### src/rtl/core/fts_pkg.sv
// Shared types, constants and helpers for the flow timing statistics block.
`timescale 1ns / 1ps
package fts_pkg;

	localparam int TIME_BITS_DEF  = 64;
	localparam int COUNT_BITS_DEF = 32;
	localparam int SUM_BITS       = 64;
	localparam int SQ_BITS        = 128;
	localparam int STEP_BITS      = 8;
	localparam int OUT_BITS       = 32 + 9 * SUM_BITS;
	localparam logic [SUM_BITS-1:0] THRESH_RESET = 64'd1000000000;

	// Datapath operations issued by the controller
	typedef enum logic [3:0] {
		OP_NONE,
		OP_LOAD,
		OP_SQ,
		OP_CLOSE,
		OP_MUL,
		OP_DIFF,
		OP_ROOT,
		OP_DIVGO,
		OP_DIVSTORE,
		OP_EMIT
	} op_t;

	// Which quotient the shared divider is working on
	typedef enum logic [1:0] {
		DIV_MEAN,
		DIV_ACTIVE,
		DIV_IDLE,
		DIV_DEV
	} div_sel_t;

	typedef enum logic [3:0] {
		ST_IDLE,
		ST_SQ,
		ST_CLOSE,
		ST_MUL,
		ST_DIFF,
		ST_ROOT,
		ST_DIVGO,
		ST_DIVRUN,
		ST_EMIT
	} state_t;

	typedef struct packed {
		op_t                  op;
		logic [STEP_BITS-1:0] step;
		div_sel_t             sel;
	} cmd_t;

	typedef struct packed {
		logic last;
		logic div_done;
		logic out_busy;
	} sts_t;

	// Period tally: count, sum and longest length
	typedef struct packed {
		logic [SUM_BITS-1:0] cnt;
		logic [SUM_BITS-1:0] sum;
		logic [SUM_BITS-1:0] max;
	} tally_t;

	function automatic logic [SUM_BITS-1:0] sat_add(logic [SUM_BITS-1:0] a,
			logic [SUM_BITS-1:0] b);
		logic [SUM_BITS:0] s;
		s = {1'b0, a} + {1'b0, b};
		return s[SUM_BITS] ? '1 : s[SUM_BITS-1:0];
	endfunction

	// Record a finished period; zero-length periods are dropped
	function automatic tally_t tally_close(tally_t t, logic [SUM_BITS-1:0] len);
		tally_t r;
		r = t;
		if (len != '0) begin
			r.cnt = sat_add(t.cnt, {{(SUM_BITS-1){1'b0}}, 1'b1});
			r.sum = sat_add(t.sum, len);
			if (len > t.max) begin
				r.max = len;
			end
		end
		return r;
	endfunction

endpackage

### src/rtl/core/fts_controller.sv
// Sequencer for per-packet updates and the end-of-flow computation.
`timescale 1ns / 1ps
module fts_controller #(
	parameter int COUNT_BITS = fts_pkg::COUNT_BITS_DEF
) (
	input  logic          clk,
	input  logic          arst_n,
	input  logic          s_tvalid,
	output logic          s_tready,
	input  fts_pkg::sts_t sts,
	output fts_pkg::cmd_t cmd
);
	import fts_pkg::*;

	localparam int RW = (COUNT_BITS + SQ_BITS + 1) / 2;
	localparam logic [STEP_BITS-1:0] ROOT_LAST = STEP_BITS'(RW - 1);
	localparam logic [STEP_BITS-1:0] SQ_LAST   = STEP_BITS'(3);
	localparam logic [STEP_BITS-1:0] MUL_LAST  = STEP_BITS'(7);

	state_t               state_q, state_d;
	logic [STEP_BITS-1:0] step_q, step_d;
	div_sel_t             sel_q, sel_d;

	// State, step and divider index registers
	always_ff @(posedge clk or negedge arst_n) begin
		if (!arst_n) begin
			state_q <= ST_IDLE;
			step_q  <= '0;
			sel_q   <= DIV_MEAN;
		end else begin
			state_q <= state_d;
			step_q  <= step_d;
			sel_q   <= sel_d;
		end
	end

	// Next state and commands
	always_comb begin
		state_d  = state_q;
		step_d   = step_q;
		sel_d    = sel_q;
		s_tready = 1'b0;
		cmd.op   = OP_NONE;
		cmd.step = step_q;
		cmd.sel  = sel_q;
		case (state_q)
			ST_IDLE: begin
				s_tready = 1'b1;
				if (s_tvalid) begin
					cmd.op  = OP_LOAD;
					step_d  = '0;
					state_d = ST_SQ;
				end
			end
			ST_SQ: begin
				cmd.op = OP_SQ;
				step_d = step_q + 1'b1;
				if (step_q == SQ_LAST) begin
					step_d  = '0;
					state_d = sts.last ? ST_CLOSE : ST_IDLE;
				end
			end
			ST_CLOSE: begin
				cmd.op  = OP_CLOSE;
				step_d  = '0;
				state_d = ST_MUL;
			end
			ST_MUL: begin
				cmd.op = OP_MUL;
				step_d = step_q + 1'b1;
				if (step_q == MUL_LAST) begin
					step_d  = '0;
					state_d = ST_DIFF;
				end
			end
			ST_DIFF: begin
				cmd.op  = OP_DIFF;
				step_d  = '0;
				state_d = ST_ROOT;
			end
			ST_ROOT: begin
				cmd.op = OP_ROOT;
				step_d = step_q + 1'b1;
				if (step_q == ROOT_LAST) begin
					step_d  = '0;
					sel_d   = DIV_MEAN;
					state_d = ST_DIVGO;
				end
			end
			ST_DIVGO: begin
				cmd.op  = OP_DIVGO;
				state_d = ST_DIVRUN;
			end
			ST_DIVRUN: begin
				if (sts.div_done) begin
					cmd.op = OP_DIVSTORE;
					if (sel_q == DIV_DEV) begin
						state_d = ST_EMIT;
					end else begin
						sel_d   = div_sel_t'(sel_q + 1'b1);
						state_d = ST_DIVGO;
					end
				end
			end
			ST_EMIT: begin
				if (!sts.out_busy) begin
					cmd.op  = OP_EMIT;
					state_d = ST_IDLE;
				end
			end
			default: begin
				state_d = ST_IDLE;
			end
		endcase
	end

endmodule

### config.mk
export PLATFORM = sky130hd
export DESIGN_NAME = fts_controller
export DESIGN_NICKNAME = d
export VERILOG_FILES = /design/src/rtl/core/fts_pkg.sv /design/src/rtl/core/fts_controller.sv
export SDC_FILE = /design/constraint.sdc
export NUM_CORES = 1
export LEC_CHECK = 0
export BUFFER_PORTS_ARGS = -buffer_cell sky130_fd_sc_hd__buf_2
export CELL_PAD_IN_SITES_DETAIL_PLACEMENT = 1
export CELL_PAD_IN_SITES_GLOBAL_PLACEMENT = 1
export CORE_ASPECT_RATIO = 0.7
export CORE_MARGIN = 2
export CORE_UTILIZATION = 40
export DETAILED_ROUTE_END_ITERATION = 8
export PLACE_DENSITY_LB_ADDON = 0.1
export RECOVER_POWER = 50
export SLEW_MARGIN = 25
export SYNTH_ARGS = -nofsm -noshare
export SYNTH_HDL_FRONTEND = slang
export SYNTH_SLANG_ARGS = --single-unit
### constraint.sdc
create_clock -name clk -period 2.04 [get_ports clk]
set_input_delay 0.102 -clock clk [delete_from_list [all_inputs] [get_ports clk]]
set_output_delay 0.102 -clock clk [all_outputs]
set_load 0.01 [all_outputs]
Yosys cells after proc, flatten, opt, wreduce, memory -nomap -nowiden
Cells that the tools add are included.
Widths: inputs -> output; s select.
Operators by class
  bitwise operators: 0
  eq/ne operators: 19
  add/sub/neg operators: 2
  multipliers: 0
  reduce and logical (&&, ||, !) cells: 7
  multiplexer cells: 23
  magnitude comparators: 0
  shifts and indexed selects: 0
  divide/modulo/power cells: 0
Operator list (number)
  $pmux 4 s9: 2
  $pmux 8 s5: 1
  $mux 4: 9
  $mux 8: 4
  $eq 4x3->1 const B: 4
  $ne 2x2->1 const B: 7
  $add 8x1->8 const B: 1
  $eq 4x2->1 const B: 2
  $eq 8x2->1 const B: 1
  $eq 8x3->1 const B: 1
  $eq 8x7->1 const B: 1
  $mux 2: 4
  $reduce_and 6->1: 1
  $reduce_bool 5->1: 1
  $eq 4x1->1 const B: 1
  $eq 4x4->1 const B: 1
  $logic_not 4->1: 1
  $pmux 2 s2: 1
  $reduce_and 4->1: 1
  $add 2x1->2 const B: 1
  $eq 2x2->1 const B: 1
  $mux 1: 2
  $reduce_and 2->1: 1
  $reduce_bool 2->1: 1
  $reduce_or 2->1: 1
Storage, ports and cells
  word-level logic and storage cells: 54
  bits in latches: 0
  memory bits (read-only): 0
  input port bits: 6
  output and inout bits: 15
  bits in registers: 14
  RAM bits: 0
  memories: 0

Longest topological paths before layout
Gate-level depths: netlist (run 1).
  depth in word-level cells: 4
  mapped depth: 6
  depth with buffers taken out: 5

Worst setup path before layout (run 1)
No wires, ideal clock.
  path type: register -> register
  from: reg step_q[0]
  to: reg step_q[7]
  setup slack: 0.216 ns
  stages on the path, launching flop included: 7
  library setup time: 0.126 ns
  arrival: 1.698 ns
  path buffers: 1
  clock period less this slack: 1.824 ns
  required time: 1.914 ns
  cell sequence: dfrtp_1 -> ha_1 -> and3_1 -> a311oi_2 -> or2_1 -> buf_6 -> a221o_1
Between the ends
  cells in the longest elaborated chain, start to end: 3
Ends and longest elaborated chain
  from (decl): RTL line fts_controller.sv:21  | logic [STEP_BITS-1:0] step_q, step_d;
  from (signal assigned): RTL line fts_controller.sv:32  | step_q <= step_d;
  $add 8x1->8 (tied with other cells): RTL line fts_controller.sv:57, fts_controller.sv:70, fts_controller.sv:83
  $mux 8 (on tied branches): RTL line fts_controller.sv:84, fts_controller.sv:58, fts_controller.sv:71
  $pmux 8 s5 (*): RTL line fts_controller.sv:46  | case (state_q)
Every way passes the cells marked *; elsewhere a longest branch is shown, timed or not.
A chain may end at the register's enable or synchronous reset.

Worst setup path after layout (run 1)
  from: reg step_q[5]
  to: reg step_q[7]
The elaborated chain is that of the path after synthesis.

==> results of run 1 <==
-- synth_stat cells, drive strengths merged, types with 2 or more instances --
| cell type | n | area, um^2 |
|---|---|---|
| a2bb2oi | 2 | 17.5 |
| xnor2 | 2 | 17.5 |
| nor2b | 2 | 12.5 |
| nor2 | 16 | 60.1 |
| clkbuf | 3 | 11.3 |
| ha | 2 | 25.0 |
| a221o | 2 | 20.0 |
| nand3 | 4 | 20.0 |
| o21a | 3 | 22.5 |
| o21ai | 5 | 25.0 |
| or3 | 2 | 22.5 |
| mux2 | 2 | 22.5 |
| buf | 4 | 45.0 |
| and3 | 2 | 12.5 |
| o31ai | 2 | 15.0 |
| a21oi | 2 | 10.0 |
| inv | 4 | 17.5 |
| nand2 | 6 | 22.5 |
| nor3 | 8 | 51.3 |
| dfrtp | 14 | 350 |
| a22o | 5 | 45.0 |
-- cell families after synthesis --
group           Yosys count  share of synthesized area
compound gates           32                      0.282
fa+ha+maj                 2                     0.0235
flops                    14                      0.329
simple gates             48                      0.248
mux                       3                     0.0306
xor+xnor                  2                     0.0165
buf+inv                  11                     0.0694
-- layout by cell type, fill, tap and decap left out, types with 2 or more instances in the layout --
master     count
nor2_1        16
dfrtp_1       14
buf_2         12
buf_4          9
clkbuf_1       8
nor3_1         7
nand2_1        6
o21ai_0        5
a22o_1         4
nand3_1        4
clkbuf_8       4
inv_1          3
o21a_1         3
or3_4          2
xnor2_1        2
nor2b_1        2
a21oi_1        2
and3_1         2
mux2_2         2
a221o_1        2
o31ai_1        2
a2bb2oi_1      2
ha_1           2
-- sequential cells by signal (all words and copies together) (netlist names) --
| register | count |
|---|---|
| step_q | 8 |
| state_q | 4 |
| sel_q | 2 |
-- power breakdown --
part	internal (uW)	switching [uW]
clock network	171	101
logic	442	561
registers	350	117
total	963	778
-- layer usage --
layer,global-route usage,vias up,share of wire
li1,-,475,-
met1,0.331,475,0.52
met2,0.297,13,0.44
met3,0.0624,4,0.031
met4,0.0792,0,0.011
met5,0,-,0
-- area by class of cell --
cell class | count | area (um^2)
sequential | 14 | 350
fill | 292 | 1210
clock buffer | 4 | 55.1
tap | 34 | 42.5
inverter | 4 | 17.5
timing repair buffer | 30 | 168
multi-input combinational | 87 | 651
-- timing repair --
item / CTS / global route
hold buffers: 1 / 0
setup endpoints to repair: 0 / 5
hold endpoints to repair: 14 / 0
gates resized for setup: 0 / 1
-- metrics by stage --
stage	hold slack, ns	power, uW	cells	setup slack, ns
2_1_floorplan	-0.194	1230	112	0.216
3_3_place_gp	0.0171	1440	168	0.151
3_5_place_dp	0.0180	1470	168	0.104
4_1_cts	0.207	1750	173	0.0853
5_1_grt	0.236	1890	173	0.0267
6_report	0.216	1740	173	0.163
-- critical path: stages, from the launching register on --
cell and delay [ns]:
dfrtp_1 0.46, nor3_4 0.34, a41oi_4 0.22, or2_1 0.40, a221o_1 0.34
-- final timing paths --
check / start / endpoint / slack, ns / cells past startpoint
setup / recovery: step_q[5]$_DFFE_PN0P_ / step_q[7]$_DFFE_PN0P_ / 0.16 / 4
hold / removal: sts[0] / state_q[3]$_DFFE_PN0P_ / 0.22 / 3
setup reg to reg: step_q[5]$_DFFE_PN0P_ / step_q[7]$_DFFE_PN0P_ / 0.16 / 4
hold reg to reg: sel_q[1]$_DFFE_PN0P_ / sel_q[1]$_DFFE_PN0P_ / 0.56 / 2
max in group asynchronous: arst_n / sel_q[0]$_DFFE_PN0P_ / 1.12 / 2
min in group asynchronous: arst_n / state_q[0]$_DFFE_PN0P_ / 0.44 / 2
==> impl_metrics.tcl, run 1 <==
set metrics [dict create \
    outcome "completed" \
    rows 15 \
    synth_nets 120 \
    worstSetupPathType "reg -> reg" \
    p_per_area_nw_per_um2 1360 \
    slew_violations 0 \
    crit_required_ns 2.17 \
    synth-seq-cells 14 \
    vdd_drop_max_mv 0.676 \
    fp.coreArea_um2 2500 \
    cts_sinks 14 \
    setup_violations 0 \
    io_pins 21 \
    nets 148 \
    cap_violations 0 \
    syn_area_per_cell_um2 9.50 \
    first_iter_violations 87 \
    grt_start_max_net_pins 15 \
    diodes 0 \
    drive_gt1_frac 0.273 \
    final_core_util 0.514 \
    ys_warn_count 0 \
    cp_max_fo 8 \
    start_util 0.426 \
    wirelength_um 2860 \
    clockBufferDepth 2 \
    clkTransAtPathRegs_ns 0.06 \
    slew_headroom 0.484 \
    port_buffers 20 \
    rsz0062_at_grt "false" \
    wl_per_cell_um 16.5 \
    p_leak_uw 0.000592 \
    min_period_over_period 0.920 \
    hold_violations 0 \
    insertion_delay_ns 0.25 \
    cts_buffers 3 \
    setup_tns_ns 0 \
    place.gp.congestion 0.839 \
    fin_crit_ns 1.88 \
    syn_to_final_growth_pct 20.7 \
    drcViolationCount 0 \
    die-width_um 65.6 \
    gr-total-overflow 0 \
    hpwlAfterDp_um 2270 \
    grt_pass1_vias 904 \
    antenna_left 0 \
    h-tree-depth 1 \
    post_dp_cell_area_um2 1220 \
    synth_edf_count 0 \
    syn_inst 112 \
    first_pass_iters 4 \
    grt_pass1_wl_um 4820 \
    cts_tree "done" \
    cp-start-kind "flop" \
    stdcell_area_um2 1280 \
    ys_types 44 \
    ys_seq_area_frac 0.329 \
    cts_setup_buffers 0 \
    ys.flop_type "dfrtp_1" \
    synthArstFlopShare 1.00 \
    timing_worst_slew_pin_value_ns 0.774 \
    dieArea_um2 3090 \
    fin_skew_ns 0.00172 \
    hp-class "in -> reg" \
    cts-root-buf "clkbuf_8" \
    avgViaCountPerCell 5.59 \
    worstPathArrival_ns 2.01 \
    antenna_found_initial 0 \
    groute.usage.overall 0.220 \
    max_freq_mhz 533 \
    netlist_area_um2 1060 \
    vias 967 \
    crit_path_end_kind "flop" \
    die_h_um 47.1 \
]
Power figures use the tool's default switching activity.
==> run 2: changes to the inputs <==
- CELL_PAD_IN_SITES_DETAIL_PLACEMENT: 1 -> default
- CELL_PAD_IN_SITES_GLOBAL_PLACEMENT: 1 -> default
- CORE_ASPECT_RATIO: 0.7 -> default
- PLACE_DENSITY_LB_ADDON: 0.1 -> default
- RECOVER_POWER: 50 -> 25
==> run 2 against run 1 <==
Against the previous run: power down 5.2%; clock skew up 0.0013 ns; sequential share of layout area up 0.65 points; count of clock-buffer cells in the layout unchanged; non-clock buffer count down 2; register-to-register slack worse by 0.03 ns; critical endpoint is now step_q[0]$_DFFE_PN0P_; flip-flop and latch count unchanged; cell area down 2.3%; die area down 0.20%.
==> impl_metrics.tcl, run 2 (synthesis results as in run 1) <==
set metrics [dict create \
    outcome "completed" \
    final_common_cell "buf_2" \
    total_power_uw 1650 \
    drive_gt1_frac 0.314 \
    layout_common_cells "buf_2 (19), nor2_1 (16), dfrtp_1 (14)" \
    crit_required_ns 2.27 \
    reg2reg_from "state_q[0]$_DFFE_PN0P_" \
    start_util 0.425 \
    vdd_drop_max_mv 0.632 \
    final.fill_count 244 \
    top_register "step_q" \
    cts_tree "done" \
    hpwlAfterDp_um 1910 \
    top_regs "step_q x8, state_q x4, sel_q x2" \
    wirelength_um 2510 \
    reg2reg_slack_ns 0.14 \
    final_core_util 0.502 \
    placed_cells 162 \
    worstPathArrival_ns 2.13 \
    rows 18 \
    fin_skew_ns 0.00303 \
    p_per_area_nw_per_um2 1320 \
    max_freq_mhz 525 \
    rsz0062_at_grt "false" \
    grt_pass1_wl_um 4330 \
    cts_buffers 3 \
    grt_start_max_net_pins 15 \
    critical_path.startpoint "state_q[0]$_DFFE_PN0P_" \
    clockBufferDepth 2 \
    syn_to_final_growth_pct 17.9 \
    hold_violations 0 \
    nets 146 \
    cap_violations 0 \
    die-width_um 55.6 \
    h-tree-depth 1 \
    dieArea_um2 3090 \
    avgViaCountPerCell 5.63 \
    timing_worst_slew_pin_value_ns 0.819 \
    groute.usage.overall 0.177 \
    first_iter_violations 26 \
    hp-class "in -> reg" \
    insertion_delay_ns 0.28 \
    pre_cts_ws_ns 0.157 \
    diodes 0 \
    min_period_over_period 0.933 \
    drcViolationCount 0 \
    cp-start-kind "flop" \
    endpoint "step_q[0]$_DFFE_PN0P_" \
    clkTransAtPathRegs_ns 0.09 \
    largest_reg_flops 8 \
    cp_max_fo 8 \
    layout_setup_ws_ns 0.136 \
    cts_setup_buffers 0 \
    antenna_found_initial 0 \
    first_pass_iters 4 \
    grt_pass1_vias 891 \
    io_pins 21 \
    worstSetupPathType "reg -> reg" \
    fin_crit_ns 1.90 \
    setup_tns_ns 0 \
    r2r.worst_path.cells 4 \
    cts_sinks 14 \
    place.gp.congestion 0.880 \
    wl_per_cell_um 15.0 \
    cts-root-buf "clkbuf_4" \
    antenna_left 0 \
    gr-total-overflow 0 \
    p_leak_uw 0.000601 \
    crit_path_end_kind "flop" \
    vias 941 \
    setup_violations 0 \
    slew_headroom 0.454 \
    fin_cells 167 \
    slew_violations 0 \
    port_buffers 20 \
    r2r_end "step_q[0]$_DFFE_PN0P_" \
    die_h_um 55.6 \
    fp.coreArea_um2 2500 \
]
## run 2: final cells by class
cell class                      instances  area [um^2]  area share
Clock buffer                            4         36.3      0.0289
Inverter                                4         17.5      0.0140
Multi-Input combinational cell         87          651       0.519
Sequential cell                        14          350       0.279
Tap cell                               30         37.5      0.0299
Timing Repair Buffer                   28          161       0.129
## run 2: worst min-delay path by stage
stage | startpoint | to | slack (ns) | depth (start not counted)
2_1_floorplan | arst_n | sel_q[0]$_DFFE_PN0P_ | -0.19 | 0
4_1_cts | sts[0] | state_q[3]$_DFFE_PN0P_ | 0.18 | 3
3_3_place_gp | arst_n | step_q[1]$_DFFE_PN0P_ | 0.02 | 1
3_5_place_dp | arst_n | step_q[1]$_DFFE_PN0P_ | 0.03 | 1
5_1_grt | sts[0] | state_q[3]$_DFFE_PN0P_ | 0.20 | 3
6_report | sts[0] | state_q[3]$_DFFE_PN0P_ | 0.18 | 3
## run 2: worst max-delay path: stages, from the launching register on
cell and delay, ns:
dfrtp_1 0.52, or3b_2 0.51, a41oi_4 0.28, or2_1 0.32, mux2_2 0.22
## run 2: repair_timing
| action | CTS | global route |
|---|---|---|
| hold endpoints to repair | 14 | 0 |
| gates resized for setup | 0 | 1 |
| hold buffers | 1 | 0 |
| setup endpoints to repair | 0 | 6 |
## run 2: layer usage
layer	routed length, um	GRT usage	up-vias
met5	0	0	-
met4	43	0.0662	0
met3	90	0.0422	4
met2	1130	0.264	22
met1	1240	0.247	443
li1	-	-	472
## run 2: where the power goes
group | internal [uW] | switching, uW
registers | 349 | 112
clock network | 109 | 98.1
logic | 448 | 535
## run 2: through the flow
stage | cell area, um^2 | hold WS [ns]
after detailed placement | 1200 | 0.0308
after global placement | 1200 | 0.0163
after CTS | 1240 | 0.184
after floorplan | 1060 | -0.194
final | 1250 | 0.182
after global routing | 1250 | 0.205
